--- config.mk ---
export PLATFORM = sky130hd
export DESIGN_NAME = store_address_and_lane_formatter_top
export DESIGN_NICKNAME = d
export VERILOG_FILES = /design/src/rtl/core/salf_pkg.sv /design/src/rtl/core/salf_format.sv /design/src/rtl/core/store_address_and_lane_formatter_top.sv
export SDC_FILE = /design/constraint.sdc
export NUM_CORES = 1
export LEC_CHECK = 0
export BUFFER_PORTS_ARGS = -buffer_cell sky130_fd_sc_hd__buf_4
export CAP_MARGIN = 5
export CORE_AREA = 2 2 239 241
export CTS_CLUSTER_DIAMETER = 40
export CTS_CLUSTER_SIZE = 25
export DETAILED_ROUTE_END_ITERATION = 7
export DIE_AREA = 0 0 241 243
export HOLD_SLACK_MARGIN = 0.08
export PLACE_DENSITY = 0.6
export RECOVER_POWER = 50
export SYNTH_ARGS = -nofsm -noshare
export SYNTH_HDL_FRONTEND = slang
export SYNTH_HIERARCHICAL = 1
export SYNTH_SLANG_ARGS = --single-unit
--- constraint.sdc ---
create_clock -name clk -period 17.1 [get_ports clk]
set_input_delay 0.855 -clock clk [delete_from_list [all_inputs] [get_ports clk]]
set_output_delay 0.855 -clock clk [all_outputs]
set_load 0.02 [all_outputs]
--- src/rtl/core/salf_pkg.sv ---
// ----------------------------------------------------------------------------
// Store address and lane formatter package
// Item types, command codes, access sizes and fault codes.
// ----------------------------------------------------------------------------
package salf_pkg;

    localparam logic [3:0] CMD_SB   = 4'd0;
    localparam logic [3:0] CMD_SH   = 4'd1;
    localparam logic [3:0] CMD_SW   = 4'd2;
    localparam logic [3:0] CMD_SD   = 4'd3;
    localparam logic [3:0] CMD_SQ   = 4'd4;
    localparam logic [3:0] CMD_SWL  = 4'd5;
    localparam logic [3:0] CMD_SWR  = 4'd6;
    localparam logic [3:0] CMD_SDL  = 4'd7;
    localparam logic [3:0] CMD_SDR  = 4'd8;
    localparam logic [3:0] CMD_SWC1 = 4'd9;
    localparam logic [3:0] CMD_SQC2 = 4'd10;

    localparam logic [2:0] SIZE_BYTE  = 3'd0;
    localparam logic [2:0] SIZE_HALF  = 3'd1;
    localparam logic [2:0] SIZE_WORD  = 3'd2;
    localparam logic [2:0] SIZE_DWORD = 3'd3;
    localparam logic [2:0] SIZE_QWORD = 3'd4;

    localparam logic [1:0] FAULT_NONE   = 2'd0;
    localparam logic [1:0] FAULT_FPU    = 2'd1;
    localparam logic [1:0] FAULT_VECTOR = 2'd2;

    typedef struct packed {
        logic [3:0]         cmd;
        logic [31:0]        base;
        logic signed [15:0] offset;
        logic [63:0]        store_data_lo;
        logic [63:0]        store_data_hi;
        logic               fpu_usable;
        logic               vector_usable;
    } store_item_t;

    typedef struct packed {
        logic        do_write;
        logic [1:0]  fault;
        logic [31:0] address;
        logic [2:0]  access_size;
        logic [63:0] write_lo;
        logic [63:0] write_hi;
        logic [15:0] byte_enable;
    } write_item_t;

endpackage

--- src/rtl/core/salf_format.sv ---
// ----------------------------------------------------------------------------
// Store formatter
// Forms the address, access size, data lanes and byte enables of one store, or its fault.
// ----------------------------------------------------------------------------
module salf_format
(
    input  salf_pkg::store_item_t store,
    output salf_pkg::write_item_t result
);

    logic [31:0] addr;
    logic [1:0]  k4;
    logic [2:0]  k8;
    logic [31:0] w32;
    logic [63:0] lo;

    always_comb
    begin
        addr = store.base + {{16{store.offset[15]}}, store.offset};
        k4   = addr[1:0];
        k8   = addr[2:0];
        w32  = store.store_data_lo[31:0];
        lo   = store.store_data_lo;
        result = '0;
        unique case (store.cmd)
            salf_pkg::CMD_SB:
            begin
                result.do_write    = 1'b1;
                result.address     = addr;
                result.access_size = salf_pkg::SIZE_BYTE;
                result.write_lo    = {56'b0, lo[7:0]};
                result.byte_enable = 16'h0001;
            end
            salf_pkg::CMD_SH:
            begin
                result.do_write    = 1'b1;
                result.address     = addr;
                result.access_size = salf_pkg::SIZE_HALF;
                result.write_lo    = {48'b0, lo[15:0]};
                result.byte_enable = 16'h0003;
            end
            salf_pkg::CMD_SW:
            begin
                result.do_write    = 1'b1;
                result.address     = addr;
                result.access_size = salf_pkg::SIZE_WORD;
                result.write_lo    = {32'b0, w32};
                result.byte_enable = 16'h000F;
            end
            salf_pkg::CMD_SD:
            begin
                result.do_write    = 1'b1;
                result.address     = addr;
                result.access_size = salf_pkg::SIZE_DWORD;
                result.write_lo    = lo;
                result.byte_enable = 16'h00FF;
            end
            salf_pkg::CMD_SQ:
            begin
                result.do_write    = 1'b1;
                result.address     = addr;
                result.access_size = salf_pkg::SIZE_QWORD;
                result.write_lo    = lo;
                result.write_hi    = store.store_data_hi;
                result.byte_enable = 16'hFFFF;
            end
            salf_pkg::CMD_SWL:
            begin
                result.do_write    = 1'b1;
                result.address     = {addr[31:2], 2'b0};
                result.access_size = salf_pkg::SIZE_WORD;
                result.write_lo    = {32'b0, w32 >> {~k4, 3'b0}};
                result.byte_enable = {12'b0, 4'hF >> ~k4};
            end
            salf_pkg::CMD_SWR:
            begin
                result.do_write    = 1'b1;
                result.address     = {addr[31:2], 2'b0};
                result.access_size = salf_pkg::SIZE_WORD;
                result.write_lo    = {32'b0, w32 << {k4, 3'b0}};
                result.byte_enable = {12'b0, 4'hF << k4};
            end
            salf_pkg::CMD_SDL:
            begin
                result.do_write    = 1'b1;
                result.address     = {addr[31:3], 3'b0};
                result.access_size = salf_pkg::SIZE_DWORD;
                result.write_lo    = lo >> {~k8, 3'b0};
                result.byte_enable = {8'b0, 8'hFF >> ~k8};
            end
            salf_pkg::CMD_SDR:
            begin
                result.do_write    = 1'b1;
                result.address     = {addr[31:3], 3'b0};
                result.access_size = salf_pkg::SIZE_DWORD;
                result.write_lo    = lo << {k8, 3'b0};
                result.byte_enable = {8'b0, 8'hFF << k8};
            end
            salf_pkg::CMD_SWC1:
            begin
                if (store.fpu_usable)
                begin
                    result.do_write    = 1'b1;
                    result.address     = addr;
                    result.access_size = salf_pkg::SIZE_WORD;
                    result.write_lo    = {32'b0, w32};
                    result.byte_enable = 16'h000F;
                end
                else
                begin
                    result.fault = salf_pkg::FAULT_FPU;
                end
            end
            salf_pkg::CMD_SQC2:
            begin
                if (store.vector_usable)
                begin
                    result.do_write    = 1'b1;
                    result.address     = addr;
                    result.access_size = salf_pkg::SIZE_QWORD;
                    result.write_lo    = lo;
                    result.write_hi    = store.store_data_hi;
                    result.byte_enable = 16'hFFFF;
                end
                else
                begin
                    result.fault = salf_pkg::FAULT_VECTOR;
                end
            end
            default:
            begin
                result = '0;
            end
        endcase
    end

endmodule

--- src/rtl/core/store_address_and_lane_formatter_top.sv ---
// ----------------------------------------------------------------------------
// Store address and lane formatter, top level
// Turns one store instruction into an address, access size, write data
// lanes and byte enables, or a coprocessor-unusable fault.
//
//   Channel   Direction   Handshake               Item
//   store     in          store_valid/stall       salf_pkg::store_item_t
//   write     out         write_valid/stall       salf_pkg::write_item_t
//
// One item is taken every cycle while the store side is not stalled. Its
// result passes through the input register and then the result register to
// the write port.
// The formatter between the two registers is one 32-bit add and lane shifts.
// Reset empties both registers. A stall on the write side holds the result
// register, and an empty input register still takes one more item before the
// store side is stalled.
// ----------------------------------------------------------------------------
module store_address_and_lane_formatter_top
(
    input  logic                  clk,
    input  logic                  rst_n,
    input  logic                  store_valid,
    output logic                  store_stall,
    input  salf_pkg::store_item_t store_item,
    output logic                  write_valid,
    input  logic                  write_stall,
    output salf_pkg::write_item_t write_item
);

    logic                  stage_valid_reg;
    logic                  stage_valid_next;
    salf_pkg::store_item_t stage_item_reg;
    logic                  write_valid_reg;
    logic                  write_valid_next;
    salf_pkg::write_item_t write_item_reg;
    salf_pkg::write_item_t write_item_next;
    logic                  result_free;

    salf_format u_format
    (
        .store  (stage_item_reg),
        .result (write_item_next)
    );

    always_comb
    begin
        result_free      = !write_valid_reg || !write_stall;
        store_stall      = stage_valid_reg && !result_free;
        stage_valid_next = store_stall ? stage_valid_reg : store_valid;
        write_valid_next = result_free ? stage_valid_reg : write_valid_reg;
    end

    always_ff @(posedge clk or negedge rst_n)
    begin
        if (!rst_n)
        begin
            stage_valid_reg <= 1'b0;
            write_valid_reg <= 1'b0;
        end
        else
        begin
            stage_valid_reg <= stage_valid_next;
            write_valid_reg <= write_valid_next;
        end
    end

    always_ff @(posedge clk)
    begin
        if (store_valid && !store_stall)
        begin
            stage_item_reg <= store_item;
        end
        if (result_free && stage_valid_reg)
        begin
            write_item_reg <= write_item_next;
        end
    end

    assign write_valid = write_valid_reg;
    assign write_item  = write_item_reg;

endmodule

==> impl_metrics.ini <==
[clock_network]
post_cts_resized = 0
cts_buffers = 66
clk_latency_ns = 0.59
post_cts_buffers = 0
clk_path_buf_depth = 3
cts_tree = done
cts_root_buf = clkbuf_16
cts.sinks = 366
clk_pin_slew_worst_paths_ns = 0.06
htreeDepth = 3

[sta]
final-setup-viol-count = 0
fin_ws_ns = 11.95
rsz0062_at_grt = false
period_share_pct = 30.12
setup_tns_ns = 0
fmaxAchievable_mhz = 194.1
hold_viol_final = 0
drv_slew = 207
period_minus_slack_ns = 5.151
tightestPinTransition_ns = 3.539
final.setup_skew_ns = 0.03871
slew_headroom_pct = -135.9

[routing]
drtAntennaViolNets = 0
route.vias.total = 12440
firstDrtPassIters = 6
drt_iter0_markers = 1042
finalWirelength_um = 52580
drc = 0
wl_per_cell_um = 21.35
viasPerCell = 5.051

[min_path]
holdPathStages = 1
hp-class = in -> reg

[run_status]
failed_checks = capacitance limit, slew limit
status = complete, but fails checks

[logic_synthesis]
synth_fp_nets = 1481
ys.flop_type = edfxtp_1
synth_cell_types = 67
avgSynthCellArea_um2 = 13.13
synth_warnings = 6
synthesis.area_um2 = 16580
synth_edf_count = 364
postSynthCellCount = 1263
ys_ff_latch = 366
ys_seq_area_share_pct = 66.22
async_flop_share_pct = 0.5464

[global_routing]
grt_pass1_vias = 12540
use_met3_pct = 4.447
grt_max_degree = 74
grt_usage_pct = 17.48
gr-usage-met1_pct = 21.01
antenna_found_initial = 4
grt_pass1_wl_um = 76690
grt.busiest_layer = met2
grt_use_met2_pct = 29.65
grt_overflow = 0

[die]
fp.dieW_um = 241
rows = 87
start_util_pct = 29.64
die_h_um = 243
ioPinCount = 370
die-area_um2 = 58560
coreArea_um2 = 55950

[place]
dp_hpwl_um = 37020
port-buffer-count = 369
gp_congestion = 0.8658
pre_cts_slack_ns = 13.05

[power]
p_int_uw = 2091
p_per_area_nw_per_um2 = 132.3
swShare_pct = 27.34
p_seq_share_pct = 38.9
leakage_uw = 0.008143
p_comb_share_pct = 14.3
p_switching_uw = 787.1
vdd_drop_max_v = 0.00007169
clkPwrFrac_pct = 46.8

[final_layout]
syn2layout_area_growth_pct = 31.24
final_nets = 1872
mostFrequentLayoutCells = edfxtp_1 (364), clkbuf_1 (199), clkbuf_4 (163), nand2_1 (124)
final_common_cell = edfxtp_1
drive_above_1_share_pct = 20.52

[worst_setup_path]
rr_worst_depth = 4
endpoint_kind = register
cp-start-kind = register
crit_type = reg -> reg
cp.arrival_ns = 5.35
critPathRequiredTime_ns = 17.29
worst-path-max-fanout = 57

[job]
drv_cap = 5
[per-stage QoR]
step	power (uW)	utilization, %	std cells	cell area, um^2	hold slack [ns]
2_1_floorplan	1412	-	1263	16580	0.4667
3_3_place_gp	1574	36.11	2341	20200	0.4824
3_5_place_dp	1579	36.11	2341	20200	0.4954
4_1_cts	2943	40.23	2462	22510	0.4046
5_1_grt	2987	38.89	2463	21760	0.4277
6_report	2878	38.89	2463	21760	0.4627
[synthesized netlist by cell type (15+ instances only)]
cell      count  share of area [%]
nand3_1      28               0.85
and2_1       68                2.6
a221o_1      20                1.2
nor2_1       81                1.8
nand2_1     124                2.8
mux2i_1      49                3.0
ha_1         31                2.3
clkbuf_1     37               0.84
mux2_2       26                1.8
a21oi_1      80                2.4
edfxtp_1    364                 66
buf_2        15               0.45
o22ai_1      22               0.83
inv_1        23               0.52
a21o_1       15               0.68
o21ai_0      73                2.2
[kinds of logic (layout without fill, tap and decap cells)]
group                    Yosys count  count (layout)  share of synthesized area, %
buffers and inverters             92             535                         2.384
XOR/XNOR                          21              21                         1.109
AO/OA/AOI/OAI                    322             322                         12.95
AND/OR/NAND/NOR                  355             355                         10.16
adder cells (fa/ha/maj)           32              32                         2.460
other                              0               1                             0
flip-flops                       366             366                         66.22
multiplexers                      75              75                         4.723
[metal layers]
layer | wire (um) | vias to the layer above | part of all wire (%)
met5 | 30 | - | 0.057
met4 | 1900 | 4 | 3.6
met3 | 4051 | 153 | 7.7
met2 | 25850 | 610 | 49
met1 | 20750 | 6038 | 39
li1 | - | 5636 | -
[final timing paths]
check                                       startpoint                       endpoint  slack (ns)
max in group asynchronous                        rst_n        write_valid$_DFFE_PN0P_       16.36
hold / removal                          store_item[83]   stage_item_reg[83]$_DFFE_PP_        0.46
setup reg to reg               write_valid$_DFFE_PN0P_  stage_item_reg[120]$_DFFE_PP_       11.95
hold reg to reg            stage_valid_reg$_DFFE_PN0N_        write_valid$_DFFE_PN0P_        0.50
min in group asynchronous                        rst_n    stage_valid_reg$_DFFE_PN0N_        0.61
setup / recovery               write_valid$_DFFE_PN0P_  stage_item_reg[120]$_DFFE_PP_       11.95
[power groups by stage]
stage	clock (uW)	sequential (uW)	combinational (uW)
floorplan	0	1190	217
global placement	0	1140	437
detailed placement	0	1140	442
CTS	1380	1120	444
global route	1420	1130	444
finish	1350	1120	412
[layout make-up]
class	count	area (um^2)
Sequential cell	366	10980
Fill cell	5456	34190
Clock buffer	74	1745
Timing Repair Buffer	390	2202
Inverter	25	93.84
Clock inverter	46	548.0
Antenna cell	1	2.502
Multi-Input combinational cell	805	5244
Tap cell	756	945.9
[critical path, cell delays in order, from the launching register on]
cell and delay (ns):
dfrtp_1 0.41, nand3_1 0.14, and2_0 0.87, clkbuf_1 2.37, buf_4 0.83
[repair_timing]
item	in CTS	in global routing
hold endpoints to repair	2	0
setup endpoints to repair	0	0
hold buffers	1	0
No activity file was read; power rests on OpenSTA's default activity.
